File: config.mk
export PLATFORM = sky130hd
export DESIGN_NAME = memory_residency_table_unit
export DESIGN_NICKNAME = d
export VERILOG_FILES = /design/src/sv/mrt_pkg.sv /design/src/sv/mrt_ram.sv /design/src/sv/mrt_ctrl.sv /design/src/sv/memory_residency_table_unit.sv
export SDC_FILE = /design/constraint.sdc
export NUM_CORES = 1
export LEC_CHECK = 0
export BUFFER_PORTS_ARGS = -buffer_cell sky130_fd_sc_hd__buf_2
export CORE_MARGIN = 2
export CORE_UTILIZATION = 40
export DETAILED_ROUTE_END_ITERATION = 8
export PLACE_DENSITY = 0.65
export REMOVE_ABC_BUFFERS = 1
export SYNTH_ARGS = -nofsm -noshare
export SYNTH_HDL_FRONTEND = slang
export SYNTH_SLANG_ARGS = --single-unit
File: constraint.sdc
create_clock -name i_clk -period 16.62 [get_ports i_clk]
set_input_delay 2.493 -clock i_clk [delete_from_list [all_inputs] [get_ports i_clk]]
set_output_delay 2.493 -clock i_clk [all_outputs]
set_load 0.02 [all_outputs]
File: src/sv/mrt_pkg.sv
// ----------------------------------------------------------------------------
// mrt_pkg
// Shared types and codes of the memory residency table.
// ----------------------------------------------------------------------------
package mrt_pkg;

    localparam int ID_W    = 16;
    localparam int SIZE_W  = 12;
    localparam int REQ_W   = 3;
    localparam int STAT_W  = 2;
    localparam int FREE_W  = 17;
    localparam int TOTAL_W = 16;
    localparam int ADDR_W  = 3;
    localparam int DATA_W  = 32;

    localparam logic [TOTAL_W-1:0] TOTAL_RESET = 16'd1024;

    localparam logic [ADDR_W-3:0] REG_TOTAL_MEMORY = 1'b0;

    localparam logic [REQ_W-1:0] REQ_LOAD     = 3'd0;
    localparam logic [REQ_W-1:0] REQ_EVICT    = 3'd1;
    localparam logic [REQ_W-1:0] REQ_ADD_DISK = 3'd2;
    localparam logic [REQ_W-1:0] REQ_RM_DISK  = 3'd3;
    localparam logic [REQ_W-1:0] REQ_FIND     = 3'd4;

    localparam logic [STAT_W-1:0] ST_OK        = 2'd0;
    localparam logic [STAT_W-1:0] ST_NOT_FOUND = 2'd1;
    localparam logic [STAT_W-1:0] ST_FULL      = 2'd2;

    typedef enum logic [2:0] {
        S_IDLE,
        S_START,
        S_SEARCH,
        S_SHIFT,
        S_DONE
    } t_state;

    typedef struct packed {
        logic [REQ_W-1:0]  req_type;
        logic [ID_W-1:0]   proc_id;
        logic [SIZE_W-1:0] proc_size;
        logic              in_memory;
    } t_req_beat;

    typedef struct packed {
        logic               load;
        logic [TOTAL_W-1:0] total;
    } t_cfg;

    typedef struct packed {
        logic                     valid;
        logic [STAT_W-1:0]        status;
        logic signed [FREE_W-1:0] free;
    } t_result;

endpackage

File: src/sv/mrt_ram.sv
// ----------------------------------------------------------------------------
// mrt_ram
// Generic simple dual-port RAM, one write and one registered read per cycle.
// ----------------------------------------------------------------------------
module mrt_ram #(
    parameter int WIDTH = 16,
    parameter int DEPTH = 16
) (
    input  logic                     i_clk,
    input  logic                     i_we,
    input  logic [$clog2(DEPTH)-1:0] i_waddr,
    input  logic [WIDTH-1:0]         i_wdata,
    input  logic [$clog2(DEPTH)-1:0] i_raddr,
    output logic [WIDTH-1:0]         o_rdata
);

    logic [WIDTH-1:0] r_mem [DEPTH];
    logic [WIDTH-1:0] r_rdata;

    always_ff @(posedge i_clk) begin
        if (i_we) begin
            r_mem[i_waddr] <= i_wdata;
        end
        r_rdata <= r_mem[i_raddr];
    end

    assign o_rdata = r_rdata;

endmodule

File: src/sv/mrt_ctrl.sv
// ----------------------------------------------------------------------------
// mrt_ctrl
// Request sequencer: table RAMs, newest-first search, compaction and the
// saturating free-memory counter.
// ----------------------------------------------------------------------------
module mrt_ctrl #(
    parameter int MEM_ENTRIES  = 16,
    parameter int DISK_ENTRIES = 16
) (
    input  logic               i_clk,
    input  logic               i_rst_n,
    input  logic               i_valid,
    output logic               o_ready,
    input  mrt_pkg::t_req_beat i_req,
    input  mrt_pkg::t_cfg      i_cfg,
    output mrt_pkg::t_result   o_res,
    input  logic               i_res_ready
);
    import mrt_pkg::*;

    localparam int MIW = $clog2(MEM_ENTRIES);
    localparam int DIW = $clog2(DISK_ENTRIES);
    localparam int MCW = $clog2(MEM_ENTRIES + 1);
    localparam int DCW = $clog2(DISK_ENTRIES + 1);
    localparam int XIW = (MIW > DIW) ? MIW : DIW;
    localparam int XCW = (MCW > DCW) ? MCW : DCW;
    localparam int MEM_W = ID_W + SIZE_W;

    t_state r_state, n_state;

    logic [REQ_W-1:0]  r_req, n_req;
    logic [ID_W-1:0]   r_id, n_id;
    logic [SIZE_W-1:0] r_size, n_size;
    logic              r_sel_mem, n_sel_mem;
    logic [STAT_W-1:0] r_status, n_status;

    logic [MCW-1:0] r_mem_count, n_mem_count;
    logic [DCW-1:0] r_disk_count, n_disk_count;
    logic signed [FREE_W-1:0] r_free, n_free;

    logic [XIW-1:0] r_idx, n_idx;
    logic           r_more, n_more;
    logic           r_pend, n_pend;
    logic [XIW-1:0] r_pidx, n_pidx;
    logic [XCW-1:0] r_src, n_src;
    logic           r_wpend, n_wpend;
    logic [XIW-1:0] r_wdst, n_wdst;

    logic             mem_we, disk_we;
    logic [XIW-1:0]   wptr, rptr;
    logic [MEM_W-1:0] mem_wdata, mem_rdata;
    logic [ID_W-1:0]  disk_wdata, disk_rdata;

    logic [ID_W-1:0]   rd_id;
    logic [SIZE_W-1:0] rd_size;
    logic [XCW-1:0]    sel_count;
    logic              hit, src_more, mem_full, disk_full;
    logic [XCW-1:0]    cnt_m1, src_m1, pidx_p1;

    logic                     add_en, add_neg;
    logic [SIZE_W-1:0]        add_mag;
    logic signed [FREE_W:0]   addend, sum;
    logic signed [FREE_W-1:0] sat;

    mrt_ram #(.WIDTH(MEM_W), .DEPTH(MEM_ENTRIES)) u_mem_ram (
        .i_clk   (i_clk),
        .i_we    (mem_we),
        .i_waddr (wptr[MIW-1:0]),
        .i_wdata (mem_wdata),
        .i_raddr (rptr[MIW-1:0]),
        .o_rdata (mem_rdata)
    );

    mrt_ram #(.WIDTH(ID_W), .DEPTH(DISK_ENTRIES)) u_disk_ram (
        .i_clk   (i_clk),
        .i_we    (disk_we),
        .i_waddr (wptr[DIW-1:0]),
        .i_wdata (disk_wdata),
        .i_raddr (rptr[DIW-1:0]),
        .o_rdata (disk_rdata)
    );

    assign rd_id     = r_sel_mem ? mem_rdata[ID_W-1:0] : disk_rdata;
    assign rd_size   = mem_rdata[MEM_W-1:ID_W];
    assign sel_count = r_sel_mem ? XCW'(r_mem_count) : XCW'(r_disk_count);
    assign hit       = r_pend && (rd_id == r_id);
    assign src_more  = r_src < sel_count;
    assign mem_full  = r_mem_count == MCW'(MEM_ENTRIES);
    assign disk_full = r_disk_count == DCW'(DISK_ENTRIES);
    assign cnt_m1    = sel_count - XCW'(1);
    assign src_m1    = r_src - XCW'(1);
    assign pidx_p1   = XCW'(r_pidx) + XCW'(1);
    assign rptr      = (r_state == S_SHIFT) ? r_src[XIW-1:0] : r_idx;

    // shared saturating adder for the free counter
    assign addend = add_neg ? -$signed({{(FREE_W+1-SIZE_W){1'b0}}, add_mag})
                            :  $signed({{(FREE_W+1-SIZE_W){1'b0}}, add_mag});
    assign sum    = {r_free[FREE_W-1], r_free} + addend;
    assign sat    = (sum[FREE_W] != sum[FREE_W-1])
                  ? {sum[FREE_W], {(FREE_W-1){~sum[FREE_W]}}}
                  : sum[FREE_W-1:0];

    assign o_ready      = r_state == S_IDLE;
    assign o_res.valid  = r_state == S_DONE;
    assign o_res.status = r_status;
    assign o_res.free   = r_free;

    always_comb begin
        n_state = r_state;
        case (r_state)
            S_IDLE: begin
                if (i_valid) n_state = S_START;
            end
            S_START: begin
                if ((r_req == REQ_EVICT || r_req == REQ_RM_DISK || r_req == REQ_FIND)
                    && sel_count != '0) begin
                    n_state = S_SEARCH;
                end else begin
                    n_state = S_DONE;
                end
            end
            S_SEARCH: begin
                if (hit) begin
                    n_state = (r_req == REQ_FIND) ? S_DONE : S_SHIFT;
                end else if (!r_more) begin
                    n_state = S_DONE;
                end
            end
            S_SHIFT: begin
                if (!src_more) n_state = S_DONE;
            end
            S_DONE: begin
                if (i_res_ready) n_state = S_IDLE;
            end
            default: n_state = S_IDLE;
        endcase
    end

    always_comb begin
        n_req        = r_req;
        n_id         = r_id;
        n_size       = r_size;
        n_sel_mem    = r_sel_mem;
        n_status     = r_status;
        n_mem_count  = r_mem_count;
        n_disk_count = r_disk_count;
        n_idx        = r_idx;
        n_more       = r_more;
        n_pend       = r_pend;
        n_pidx       = r_pidx;
        n_src        = r_src;
        n_wpend      = r_wpend;
        n_wdst       = r_wdst;
        mem_we       = 1'b0;
        disk_we      = 1'b0;
        wptr         = r_wdst;
        mem_wdata    = mem_rdata;
        disk_wdata   = disk_rdata;
        add_en       = 1'b0;
        add_neg      = 1'b0;
        add_mag      = rd_size;

        case (r_state)
            S_IDLE: begin
                if (i_valid) begin
                    n_req     = i_req.req_type;
                    n_id      = i_req.proc_id;
                    n_size    = i_req.proc_size;
                    n_sel_mem = (i_req.req_type == REQ_LOAD) ||
                                (i_req.req_type == REQ_EVICT) ||
                                ((i_req.req_type == REQ_FIND) && i_req.in_memory);
                end
            end
            S_START: begin
                n_status = ST_NOT_FOUND;
                n_idx    = cnt_m1[XIW-1:0];
                n_more   = 1'b1;
                n_pend   = 1'b0;
                case (r_req)
                    REQ_LOAD: begin
                        if (mem_full) begin
                            n_status = ST_FULL;
                        end else begin
                            mem_we      = 1'b1;
                            wptr        = XIW'(r_mem_count);
                            mem_wdata   = {r_size, r_id};
                            n_mem_count = r_mem_count + MCW'(1);
                            add_en      = 1'b1;
                            add_neg     = 1'b1;
                            add_mag     = r_size;
                            n_status    = ST_OK;
                        end
                    end
                    REQ_ADD_DISK: begin
                        if (disk_full) begin
                            n_status = ST_FULL;
                        end else begin
                            disk_we      = 1'b1;
                            wptr         = XIW'(r_disk_count);
                            disk_wdata   = r_id;
                            n_disk_count = r_disk_count + DCW'(1);
                            n_status     = ST_OK;
                        end
                    end
                    default: ;
                endcase
            end
            S_SEARCH: begin
                if (hit) begin
                    n_status = ST_OK;
                    n_pend   = 1'b0;
                    n_src    = pidx_p1;
                    n_wpend  = 1'b0;
                    if (r_req == REQ_EVICT) add_en = 1'b1;
                end else if (r_more) begin
                    n_pend = 1'b1;
                    n_pidx = r_idx;
                    n_more = r_idx != '0;
                    n_idx  = r_idx - XIW'(1);
                end else begin
                    n_pend = 1'b0;
                end
            end
            S_SHIFT: begin
                if (r_wpend) begin
                    mem_we  = r_sel_mem;
                    disk_we = !r_sel_mem;
                end
                if (src_more) begin
                    n_wpend = 1'b1;
                    n_wdst  = src_m1[XIW-1:0];
                    n_src   = r_src + XCW'(1);
                end else begin
                    n_wpend = 1'b0;
                    if (r_sel_mem) n_mem_count  = r_mem_count - MCW'(1);
                    else           n_disk_count = r_disk_count - DCW'(1);
                end
            end
            default: ;
        endcase

        if (i_cfg.load) begin
            n_free = $signed({1'b0, i_cfg.total});
        end else if (add_en) begin
            n_free = sat;
        end else begin
            n_free = r_free;
        end
    end

    always_ff @(posedge i_clk) begin
        if (!i_rst_n) begin
            r_state      <= S_IDLE;
            r_mem_count  <= '0;
            r_disk_count <= '0;
            r_free       <= $signed({1'b0, TOTAL_RESET});
            r_pend       <= 1'b0;
            r_more       <= 1'b0;
            r_wpend      <= 1'b0;
        end else begin
            r_state      <= n_state;
            r_mem_count  <= n_mem_count;
            r_disk_count <= n_disk_count;
            r_free       <= n_free;
            r_pend       <= n_pend;
            r_more       <= n_more;
            r_wpend      <= n_wpend;
        end
    end

    always_ff @(posedge i_clk) begin
        r_req     <= n_req;
        r_id      <= n_id;
        r_size    <= n_size;
        r_sel_mem <= n_sel_mem;
        r_status  <= n_status;
        r_idx     <= n_idx;
        r_pidx    <= n_pidx;
        r_src     <= n_src;
        r_wdst    <= n_wdst;
    end

    a_mem_count_range: assert property (@(posedge i_clk) disable iff (!i_rst_n)
        r_mem_count <= MCW'(MEM_ENTRIES))
        else $error("memory table count out of range");

    a_disk_count_range: assert property (@(posedge i_clk) disable iff (!i_rst_n)
        r_disk_count <= DCW'(DISK_ENTRIES))
        else $error("disk table count out of range");

    a_probe_in_table: assert property (@(posedge i_clk) disable iff (!i_rst_n)
        (r_state == S_SEARCH && r_pend) |-> (XCW'(r_pidx) < sel_count))
        else $error("search probe beyond table fill");

    a_evict_shrinks: assert property (@(posedge i_clk) disable iff (!i_rst_n)
        (r_state == S_SHIFT && n_state == S_DONE && r_sel_mem && !i_cfg.load)
        |=> (r_mem_count == $past(r_mem_count) - MCW'(1)))
        else $error("evict did not shrink memory table");

endmodule

File: src/sv/memory_residency_table_unit.sv
// ----------------------------------------------------------------------------
// memory_residency_table_unit
// Process residency tables for memory and disk with a free-memory counter.
// ----------------------------------------------------------------------------
// Requests enter on the slave stream: tuser carries the request kind and the
// table select for find, tdata the process id and size. Each request returns
// exactly one result beat on the master stream: status in tuser, the signed
// free-memory counter in tdata.
// A request is taken only while the sequencer is idle. Load, disk add, an
// unknown kind and any request on an empty table need no search: they pass
// from the start state straight to the result. Evict, remove and find scan
// the selected table newest entry first, one RAM read per cycle; evict and
// remove then close the gap one entry per cycle. Each table RAM has a single
// read port, so the scan and the shift go one entry at a time.
// The result sits in an output register; the sequencer may take the next
// request while it waits, but stalls before delivering that one until the
// receiver takes the earlier beat.
// Reset empties both tables and loads the counter with total_memory (1024).
// Writing total_memory over APB reloads the counter. The user must write it
// only while idle; the block itself does not enforce this.
// ----------------------------------------------------------------------------
module memory_residency_table_unit #(
    parameter int MEM_ENTRIES  = 16,
    parameter int DISK_ENTRIES = 16
) (
    input  logic                        i_clk,
    input  logic                        i_rst_n,
    input  logic                        i_s_axis_tvalid,
    output logic                        o_s_axis_tready,
    input  logic [31:0]                 i_s_axis_tdata,  // proc_id, proc_size
    input  logic [3:0]                  i_s_axis_tuser,  // req_type, in_memory
    output logic                        o_m_axis_tvalid,
    input  logic                        i_m_axis_tready,
    output logic [23:0]                 o_m_axis_tdata,  // free_memory
    output logic [1:0]                  o_m_axis_tuser,  // status
    input  logic                        i_psel,
    input  logic                        i_penable,
    input  logic                        i_pwrite,
    input  logic [mrt_pkg::ADDR_W-1:0]  i_paddr,
    input  logic [mrt_pkg::DATA_W-1:0]  i_pwdata,
    output logic [mrt_pkg::DATA_W-1:0]  o_prdata,
    output logic                        o_pready
);
    import mrt_pkg::*;

    logic [TOTAL_W-1:0] r_total;
    logic               r_m_valid;
    logic [STAT_W-1:0]  r_m_status;
    logic [FREE_W-1:0]  r_m_free;

    logic      cfg_hit, cfg_wr, res_ready;
    t_cfg      cfg;
    t_req_beat req;
    t_result   res;

    assign cfg_hit = i_paddr[ADDR_W-1:2] == REG_TOTAL_MEMORY;
    assign cfg_wr  = i_psel && i_penable && i_pwrite && cfg_hit;

    assign cfg.load  = cfg_wr;
    assign cfg.total = i_pwdata[TOTAL_W-1:0];

    assign req.req_type  = i_s_axis_tuser[REQ_W-1:0];
    assign req.in_memory = i_s_axis_tuser[REQ_W];
    assign req.proc_id   = i_s_axis_tdata[ID_W-1:0];
    assign req.proc_size = i_s_axis_tdata[ID_W+SIZE_W-1:ID_W];

    assign res_ready = !r_m_valid || i_m_axis_tready;

    mrt_ctrl #(
        .MEM_ENTRIES  (MEM_ENTRIES),
        .DISK_ENTRIES (DISK_ENTRIES)
    ) u_ctrl (
        .i_clk       (i_clk),
        .i_rst_n     (i_rst_n),
        .i_valid     (i_s_axis_tvalid),
        .o_ready     (o_s_axis_tready),
        .i_req       (req),
        .i_cfg       (cfg),
        .o_res       (res),
        .i_res_ready (res_ready)
    );

    always_ff @(posedge i_clk) begin
        if (!i_rst_n) begin
            r_total   <= TOTAL_RESET;
            r_m_valid <= 1'b0;
        end else begin
            if (cfg_wr) r_total <= cfg.total;
            if (res_ready) r_m_valid <= res.valid;
        end
    end

    always_ff @(posedge i_clk) begin
        if (res_ready && res.valid) begin
            r_m_status <= res.status;
            r_m_free   <= res.free;
        end
    end

    assign o_m_axis_tvalid = r_m_valid;
    assign o_m_axis_tdata  = {{(24-FREE_W){1'b0}}, r_m_free};
    assign o_m_axis_tuser  = r_m_status;
    assign o_prdata        = cfg_hit ? {{(DATA_W-TOTAL_W){1'b0}}, r_total} : '0;
    assign o_pready        = 1'b1;

endmodule

== Yosys cells after proc, flatten, opt, wreduce, memory -nomap -nowiden ==
Memory sizes are Yosys's and may differ from the RTL's. A register that Yosys moved wholly into a read port is not among the register bits.
Cells that the tools add are included.
Widths: inputs -> output; s select.

* $add $sub $neg: 11
* Magnitude comparators: 1
* Equal/unequal tests: 28
* Multiplexer cells: 75
* Bitwise logic cells: 4
* Reduce and logical (&&, ||, !) cells: 35

{| class="wikitable"
|+ Operator list
! kind !! number
|-
| $mux 16 || 7
|-
| $mux 28 || 3
|-
| $mux 5 || 11
|-
| $mux 12 || 3
|-
| $pmux 5 s2 || 3
|-
| $mux 4 || 6
|-
| $mux 3 || 7
|-
| $mux 1 || 19
|-
| $add 18x18->18 || 1
|-
| $mux 18 || 1
|-
| $neg 12->18 || 1
|-
| $mux 17 || 1
|-
| $eq 16x16->1 || 1
|-
| $ne 2x2->1 const B || 8
|-
| $pmux 4 s2 || 2
|-
| $add 5x1->5 const B || 3
|-
| $pmux 3 s5 || 1
|-
| $eq 3x2->1 const B || 4
|-
| $pmux 1 s2 || 6
|-
| $sub 4x1->4 const B || 3
|-
| $eq 5x5->1 const B || 2
|-
| $ne 2x1->1 const B || 5
|-
| $reduce_and 2->1 || 5
|-
| $reduce_and 5->1 || 2
|-
| 20 further kinds || 49
|}

* Flip-flop bits (word level): 120
* RAM bits: 704
* Input port bits: 78
* Output and inout bits: 61
* Word-level logic and storage cells: 177
* Memories kept: 2

{| class="wikitable"
|+ Memory list
! name !! words !! width !! rd ports !! clocked after Yosys merged registers in !! wr ports !! RTL line !! source
|-
| u_ctrl.u_mem_ram.r_mem || 16 || 28 || 1 || 1 || 1 || mrt_ram.sv:17 || <nowiki>logic [WIDTH-1:0] r_mem [DEPTH];</nowiki>
|-
| u_ctrl.u_disk_ram.r_mem || 16 || 16 || 1 || 1 || 1 || mrt_ram.sv:17 ||
|}

== Longest topological paths before layout ==
Gate-level depths: netlist of the first run.

* Word-level depth: 11
* Mapped depth: 25
* Gate-level depth less buffers: 19

== By module ==
From an unflattened synthesis of the first run, not the netlist that was laid out.

* Cell total of the unflattened synthesis: 1980
* Area, all modules: 35158.7 sq um

{| class="wikitable"
|+ Modules (own cells, without submodules)
! module !! instances !! cells an instance !! area an instance (sq um) !! seq. area each (sq um)
|-
| mrt_ram (u_ctrl.u_mem_ram) || 1 || 735 || 17523.1 || 14013.4
|-
| mrt_ram (u_ctrl.u_disk_ram) || 1 || 432 || 10042.1 || 8007.7
|-
| mrt_ctrl || 1 || 676 || 6014.5 || 2192.1
|-
| memory_residency_table_unit || 1 || 137 || 1579.0 || 910.9
|}

== Least setup slack after synthesis of the first run ==
Ideal clock, no wire load.

* Kind: flip-flop to flip-flop
* Start point: register u_ctrl.r_req[1]
* End point: memory u_ctrl.u_mem_ram.r_mem[14][0] (netlist name) (enable)
* Setup time: 0.494 ns
* Arrival: 5.091 ns
* Required time: 16.126 ns
* Setup slack: 11.034 ns
* Cell stages (with the launch flop): 8
* Buffers on the path: 2
* Clock period less this slack: 5.586 ns
* Path through: edfxtp_1 -> clkbuf_1 -> mux2_2 -> o31ai_1 -> a21oi_1 -> or2_2 -> clkbuf_1 -> nor4b_1

* Longest elaborated chain between the ends: 5
* Elaborated cells on any way between the ends: 8
* Classes of those cells: eq/ne (1); mux (6); reduce/logical (1)

{| class="wikitable"
|+ RTL lines
! what !! RTL line !! source
|-
| from (decl) || mrt_ctrl.sv:31 || <nowiki>logic [REQ_W-1:0] r_req, n_req;</nowiki>
|-
| from (signal assigned) || mrt_ctrl.sv:272 || <nowiki>r_req <= n_req;</nowiki>
|-
| $logic_not 3->1 || mrt_ctrl.sv:179 || <nowiki>case (r_req)</nowiki>
|-
| $mux 1 || mrt_ctrl.sv:179 ||
|-
| $pmux 1 s2 || mrt_ctrl.sv:163 || <nowiki>case (r_state)</nowiki>
|-
| $mux 1 || mrt_ram.sv:21 || <nowiki>if (i_we) begin</nowiki>
|-
| $mux 1 (implied by the code) || mrt_ram.sv:22 || <nowiki>r_mem[i_waddr] <= i_wdata;</nowiki>
|-
| to (decl) || mrt_ram.sv:17 ||
|}

Several ways; a longest one is shown, not always the timed one.

== Final worst setup path of the first run ==
* Start point: register u_ctrl.r_state[0]
* End point: register u_ctrl.r_free[1]

* Longest elaborated chain between the ends: 9
* Elaborated cells on any way between the ends: 14
* Classes of those cells: add/sub (2); eq/ne (3); mux (7); bitwise (1); reduce/logical (1)

{| class="wikitable"
|+ RTL lines
! what !! RTL line !! source
|-
| from (decl) || mrt_ctrl.sv:29 || <nowiki>t_state r_state, n_state;</nowiki>
|-
| from (signal assigned) || mrt_ctrl.sv:261 || <nowiki>r_state <= n_state;</nowiki>
|-
| $eq 3x1->1 || mrt_ctrl.sv:163 ||
|-
| $mux 12 || mrt_ctrl.sv:163 ||
|-
| $neg 12->18 || mrt_ctrl.sv:96 || <nowiki>assign addend = add_neg ? -$signed({{(FREE_W+1-SIZE_W){1'b0}}, add_mag})</nowiki>
|-
| $mux 18 || mrt_ctrl.sv:96 ||
|-
| $add 18x18->18 || mrt_ctrl.sv:98 || <nowiki>assign sum = {r_free[FREE_W-1], r_free} + addend;</nowiki>
|-
| $ne 1x1->1 or $not 1->1 (tied branches) || mrt_ctrl.sv:99, mrt_ctrl.sv:100 ||
|-
| $mux 17 || mrt_ctrl.sv:100 || <nowiki>? {sum[FREE_W], {(FREE_W-1){~sum[FREE_W]}}}</nowiki>
|-
| $mux 16 || mrt_ctrl.sv:244 || <nowiki>end else if (add_en) begin</nowiki>
|-
| $mux 16 || mrt_ctrl.sv:242 || <nowiki>if (i_cfg.load) begin</nowiki>
|-
| to (signal assigned) || mrt_ctrl.sv:256 || <nowiki>r_free <= $signed({1'b0, TOTAL_RESET});</nowiki>
|-
| to (signal assigned) || mrt_ctrl.sv:264 || <nowiki>r_free <= n_free;</nowiki>
|-
| to (decl) || mrt_ctrl.sv:39 || <nowiki>logic signed [FREE_W-1:0] r_free, n_free;</nowiki>
|}

Several ways; a longest one is shown, not always the timed one. The select of a mux whose other input is x is not followed.
A chain may end at the register's enable or synchronous reset.

==> impl_metrics.toml, run 1 <==
[power]
vdd_drop_max_mv = 0.1064
pwr-share-comb_pct = 5.1
pwr-share-clk_pct = 42.3
power_density_nw_per_um2 = 116.9
leakage_nw = 13.18
p_switching_mw = 1.011
seqPwrFrac_pct = 52.6
p_int_mw = 3.654
p_sw_share_pct = 21.68
totalPowerFinal_mw = 4.665

[flow_run]
maxCapViolations = 0

[layout]
final_common_cell = "edfxtp_1"
synthToLayoutAreaGrowth_pct = 13.96
final_area_um2 = 39920
fin_nets = 2273
finalNonFillerCells = 3392
layout_common_cells = "774 x edfxtp_1, 242 x nand2_1, 176 x mux4_2"
antenna_cells = 0
fillCellCount = 7345
drive_above_1_share_pct = 22.80

[worst_setup_path]
crit_required_ns = 17.18
start_kind = "flip-flop"
worst-path-max-fanout = 44
critPathKind = "reg -> reg"
crit_path_end_kind = "flip-flop"
cp_data_arrival_time_ns = 6.82

[clock_network]
cts_tree = "done"
htreeDepth = 3
clkTransAtPathRegs_ns = 0.06
cts.sinks = 868
root_buffer = "clkbuf_16"
cts_buffers = 88
clockBufferDepth = 3
cts_setup_buffers = 0
clock_latency_ns = 0.65
holdBufCountCts = 0
cts_resized = 0

[logic_synthesis]
synth_top_family_by_area = "multiplexers"
synth_largest_area_cell = "edfxtp_1"
netlist_area_um2 = 35030
ys.flop_type = "edfxtp_1"
synth_area_per_cell_um2 = 17.19
ys_warn_count = 0
synthSimpleGateAreaFrac_pct = 6.057
synthMuxAreaShare_pct = 12.78
synth_top_cell_area_share_pct = 66.34
synth-adder-area-share_pct = 1.279
synth_edf_count = 774
netlist-cell-type-count = 69
synth-compound-area-share_pct = 4.700
syn_inst = 2038
yosys.area_share.xor_xnor_pct = 1.446
synth_area_leaders = "edfxtp_1 66%, mux4_2 11%, dfxtp_1 5.4%, nand2_1 2.6%, a31oi_1 1.2%"
async_flop_share_pct = 0
ys_seq_area_share_pct = 71.71
ys_ff_latch = 868

[floorplan]
die-area_um2 = 89970
ios = 139
start_util_pct = 40.38
chipHeight_um = 300.0
rows = 108
core_um2 = 86750
die_w_um = 300.0

[drt]
drcViolationCount = 0
vias = 18571
dr.pass1.iters = 5
wire_per_inst_um = 23.21
drt-total-wl_um = 78740
drt_iter0_markers = 1513
vias_per_cell = 5.475
ant_nets = 0

[grt]
grt_pass1_wl_um = 116900
antenna_found_initial = 0
grt_pass1_vias = 18658
grt_start_max_net_pins = 116
grt.overflow.total = 0
grt_use_total_pct = 17.32

[place]
preCtsSetupSlack_ns = 10.37
place_inst = 3226
io_buffers = 92
hpwl_um = 42690
postPlaceCellArea_um2 = 36990
gp_congestion = 0.7804

[sta]
finalHoldViolCount = 0
slew-limit-headroom_pct = 21.86
fmax_mhz = 159.6
fin_setup_tns_ns = 0
drv_slew = 0
fin_ws_ns = 10.35
rsz0062_at_grt = "false"
final.setup_skew_ns = 0.03310
worst_slew_pin_slew_ns = 1.167
setup_viol = 0
post-route-min-period_ns = 6.266
period_share_pct = 37.70

[min_path]
min-delay-path-class = "reg -> reg"

[run_status]
status = "completed"
-- per-layer routing --
| metal | track usage, % | share of wire, % | vias up |
|---|---|---|---|
| li1 | - | - | 8197 |
| met1 | 24.30 | 44 | 9620 |
| met2 | 28.48 | 48 | 634 |
| met3 | 2.515 | 6.0 | 120 |
| met4 | 4.560 | 2.1 | 0 |
| met5 | 0 | 0 | - |
-- through the flow --
stage	util [%]	hold WS [ns]
2_1_floorplan	-	0.4003
3_3_place_gp	42.64	0.4117
3_5_place_dp	42.64	0.4117
4_1_cts	46.02	0.4273
5_1_grt	46.02	0.4387
6_report	46.02	0.4235
-- path summary, 6_finish.rpt --
path                       from                 to  slack (ns)  cells past startpoint
max           u_ctrl.r_state[0]   u_ctrl.r_free[1]       10.35                     20
min          u_ctrl.r_status[0]  o_m_axis_tuser[0]        0.42                      0
max reg2reg   u_ctrl.r_state[0]   u_ctrl.r_free[1]       10.35                     20
min reg2reg  u_ctrl.r_status[0]  o_m_axis_tuser[0]        0.42                      0
-- cell families (layout without fill, tap and decap cells) --
kind of cell / after synthesis / after routing
flip-flops: 868 / 868
AND/OR/NAND/NOR: 454 / 454
AO/OA/AOI/OAI: 247 / 247
multiplexers: 224 / 224
buffers and inverters: 153 / 330
XOR/XNOR: 56 / 56
adder cells (fa/ha/maj): 34 / 34
other: 2 / 24
-- power by group through the flow --
stage	Sequential, mW	Clock (mW)	Combinational (mW)
3_5_place_dp	2.50	0	0.239
4_1_cts	2.45	2.01	0.240
2_1_floorplan	2.49	0	0.194
5_1_grt	2.45	2.09	0.263
6_report	2.45	1.97	0.239
3_3_place_gp	2.50	0	0.229
-- Yosys cell counts (5+ instances only) --
cell type / number
xnor2_1: 26
mux2i_1: 30
o21a_1: 6
and3_1: 7
a21boi_0: 19
clkbuf_1: 68
mux2_2: 17
nand3_1: 13
buf_1: 16
nor2b_1: 21
xor2_1: 29
a31oi_1: 65
or3_1: 5
edfxtp_1: 774
mux4_2: 176
o21ai_0: 34
nor2_1: 49
nor4_1: 14
a211oi_1: 47
inv_1: 23
nand2b_1: 7
ha_1: 31
buf_2: 17
a21o_1: 11
and2_1: 55
nor3_1: 16
nand2_1: 243
dfxtp_1: 94
buf_4: 26
a21oi_1: 34
-- area by class of cell --
type                    instances  area [um^2]  share of cell area (%)
flip-flops and latches        868        25120                   62.93
clock inverters                37        374.1                  0.9370
repair buffers                140        845.8                   2.119
clock buffers                 129         2560                   6.412
multi-input cells            1039         9485                   23.76
inverters                      24        90.09                  0.2256
well taps                    1155         1445                   3.620
-- flip-flops by register name, summed over array words and instances (netlist names), 5 cells and up --
register and count:
u_ctrl.r_free 17, u_ctrl.r_id 16, u_ctrl.u_disk_ram.r_mem 256, u_ctrl.r_src 5, u_ctrl.u_disk_ram.o_rdata 16, u_ctrl.u_mem_ram.r_mem 448
u_ctrl.r_disk_count 5, u_ctrl.r_size 12, u_ctrl.u_mem_ram.o_rdata 28, r_total 16, r_m_free 17, u_ctrl.r_mem_count 5
-- worst max-delay path, stage by stage (launching register included) --
cell and delay [ns]:
dfxtp_1 0.42, or3b_1 0.48, or3_1 0.46, or3_2 0.44
buf_4 0.35, nand2_1 0.19, and2_1 0.16, ha_1 0.23
o211ai_2 0.18, nor4_4 0.38, xor2_1 0.18, o21ai_1 0.07
ha_1 0.38, a21o_1 0.21, a21o_1 0.19, a221oi_1 0.42
a31oi_1 0.22, xor3_2 0.30, a21oi_2 0.53, o211ai_1 0.17
a31oi_1 0.19
No activity file was read; power rests on OpenSTA's default activity.
==> inputs of run 2 (changes only) <==
--- a/config.mk
+++ b/config.mk
@@ -9,7 +9,7 @@
 export CORE_MARGIN = 2
 export CORE_UTILIZATION = 40
 export DETAILED_ROUTE_END_ITERATION = 8
-export PLACE_DENSITY = 0.65
+export PLACE_DENSITY = 0.67
 export REMOVE_ABC_BUFFERS = 1
 export SYNTH_ARGS = -nofsm -noshare
 export SYNTH_HDL_FRONTEND = slang
==> constraint.sdc (replaced) <==
create_clock -name i_clk -period 5.2 [get_ports i_clk]
set_input_delay 0.78 -clock i_clk [delete_from_list [all_inputs] [get_ports i_clk]]
set_output_delay 0.78 -clock i_clk [all_outputs]
set_load 0.02 [all_outputs]
==> run 2 against run 1 <==
Net effect: power rose to 3.1 times the previous value; first-iteration DRC count increased by 19%; hold slack worse by 0.12 ns; maximum frequency up 27%; global-route usage is 0.18 points higher; sequential cell count did not move; routed wire length is 0.26% higher; register-to-register slack worse by 10 ns; clock power grew to 3.0 times the previous value; sequential share of layout area shrank 0.11 points; critical endpoint is now u_ctrl.r_free[4]; highest routed layer unchanged.
==> impl_metrics.toml, run 2 (synthesis gave the netlist of run 1 again) <==
[run_status]
status = "completed"

[clock_network]
cts.sinks = 868
clockBufferDepth = 3
htreeDepth = 3
cts_buffers = 82
clkTransAtPathRegs_ns = 0.06
root_buffer = "clkbuf_16"
clock_latency_ns = 0.65
holdBufCountCts = 0
cts_tree = "done"

[floorplan]
chipHeight_um = 300.0
ios = 139
die-area_um2 = 89970
core_um2 = 86750
die_w_um = 300.0
rows = 108
start_util_pct = 40.38

[drt]
wire_per_inst_um = 23.21
drcViolationCount = 0
drt-total-wl_um = 78950
vias = 18895
drt_iter0_markers = 1797
dr.pass1.iters = 5
ant_nets = 0
vias_per_cell = 5.554

[worst_setup_path]
cp_data_arrival_time_ns = 5.46
crit_path_end_kind = "flip-flop"
rrSetupSlack_ns = 0.28
critPathKind = "reg -> reg"
r2r_cells = 21
setup.worst_path.start = "u_ctrl.r_state[0]"
crit_required_ns = 5.74
start_kind = "flip-flop"
worst-path-max-fanout = 13
rr_endpoint = "u_ctrl.r_free[4]"
reg2reg_from = "u_ctrl.r_state[0]"
crit_path_end = "u_ctrl.r_free[4]"

[min_path]
min-delay-path-class = "in -> reg"

[place]
hpwl_um = 45160
gp_congestion = 0.8824
io_buffers = 92
place_inst = 3250
postPlaceCellArea_um2 = 37240

[grt]
grt_start_max_net_pins = 89
grt_pass1_vias = 19069
antenna_found_initial = 0
grt_use_total_pct = 17.50
grt_pass1_wl_um = 118800
grt.overflow.total = 0

[layout]
largest_reg_flops = 448
synthToLayoutAreaGrowth_pct = 14.16
final_common_cell = "edfxtp_1"
fin_util_pct = 46.10
regMostFlops = "u_ctrl.u_mem_ram.r_mem"
fin_nets = 2293
layout_common_cells = "774 x edfxtp_1, 242 x nand2_1, 176 x mux4_2"
drive_above_1_share_pct = 23.94
final_area_um2 = 40000
antenna_cells = 0
finalNonFillerCells = 3402

[power]
vdd_drop_max_mv = 0.3319
leakage_nw = 13.20
power_density_nw_per_um2 = 363.7

[sta]
slew-limit-headroom_pct = 21.47
drv_slew = 0
period_share_pct = 94.58
setup_viol = 0
final.setup_skew_ns = 0.03763
fmax_mhz = 203.3
whs_ns = 0.2993
post-route-min-period_ns = 4.918
finalHoldViolCount = 0
fin_setup_tns_ns = 0
worst_slew_pin_slew_ns = 1.173

[flow_run]
maxCapViolations = 0
[run 2: cell count changes in the layout (fill, tap and decap cells not counted), sizes merged]
cell and delta:
clkinvlp +2, inv -4, clkbuf -17, bufinv +1, buf +26, clkinv +2
[run 2: worst min path at each step]
stage                  startpoint                end  depth (start not counted)
2_1_floorplan  u_ctrl.r_status[0]  o_m_axis_tuser[0]                          0
3_3_place_gp   u_ctrl.r_status[1]  o_m_axis_tuser[1]                          0
3_5_place_dp   u_ctrl.r_status[0]  o_m_axis_tuser[0]                          0
4_1_cts         i_s_axis_tdata[4]     u_ctrl.r_id[4]                          1
5_1_grt         i_s_axis_tdata[7]     u_ctrl.r_id[7]                          1
6_report        i_s_axis_tdata[7]     u_ctrl.r_id[7]                          1
[run 2: through the flow]
| stage | total power, mW | setup slack (ns) |
|---|---|---|
| final | 14.55 | 0.2818 |
| after global routing | 15.01 | -0.01784 |
| after global placement | 8.737 | 0.2194 |
| after CTS | 14.64 | 0.02329 |
| after detailed placement | 8.772 | 0.05239 |
| after floorplan | 8.568 | -12.58 |
[run 2: timing repair]
item | 4_1_cts | 5_1_grt
buffers inserted | 0 | 2
endpoints found under the hold margin | 0 | 0
gates resized for setup | 0 | 9
setup endpoints to repair | 0 | 16
[run 2: critical path, stage by stage, from the launching register on]
cell	delay, ns
dfxtp_1	0.34
or3b_1	0.36
or3_1	0.35
or3_4	0.41
nand2_1	0.10
and2_1	0.16
ha_1	0.24
o211ai_2	0.19
nor4_4	0.28
xor2_1	0.17
o21ai_1	0.08
ha_2	0.39
and4_2	0.28
o2111a_1	0.26
o2bb2ai_2	0.12
a32oi_2	0.27
xnor2_2	0.12
buf_4	0.16
nor2_4	0.15
a21oi_4	0.08
buf_12	0.15
a31oi_1	0.15
[run 2: area by class of cell]
cell class	instances	area, um^2
fillers	7349	46760
flip-flops and latches	868	25120
multi-input cells	1039	9542
clock buffers	112	2277
well taps	1155	1445
repair buffers	166	1116
clock inverters	38	401.6
inverters	24	90.09
[run 2: where the power goes]
| part | internal [mW] | switching (mW) | leakage [nW] | total, mW |
|---|---|---|---|---|
| Sequential | 7.76 | 0.0779 | 7.74 | 7.83 |
| Clock | 3.35 | 2.56 | 1.31 | 5.91 |
| Combinational | 0.284 | 0.516 | 4.14 | 0.800 |
| Total | 11.4 | 3.16 | 13.2 | 14.5 |
[run 2: layer usage]
| metal | wire, um | global-route usage, % |
|---|---|---|
| met1 | 34020 | 25.05 |
| met2 | 37400 | 27.77 |
| met3 | 5933 | 3.172 |
| met4 | 1596 | 4.548 |
| met5 | 0 | 0 |
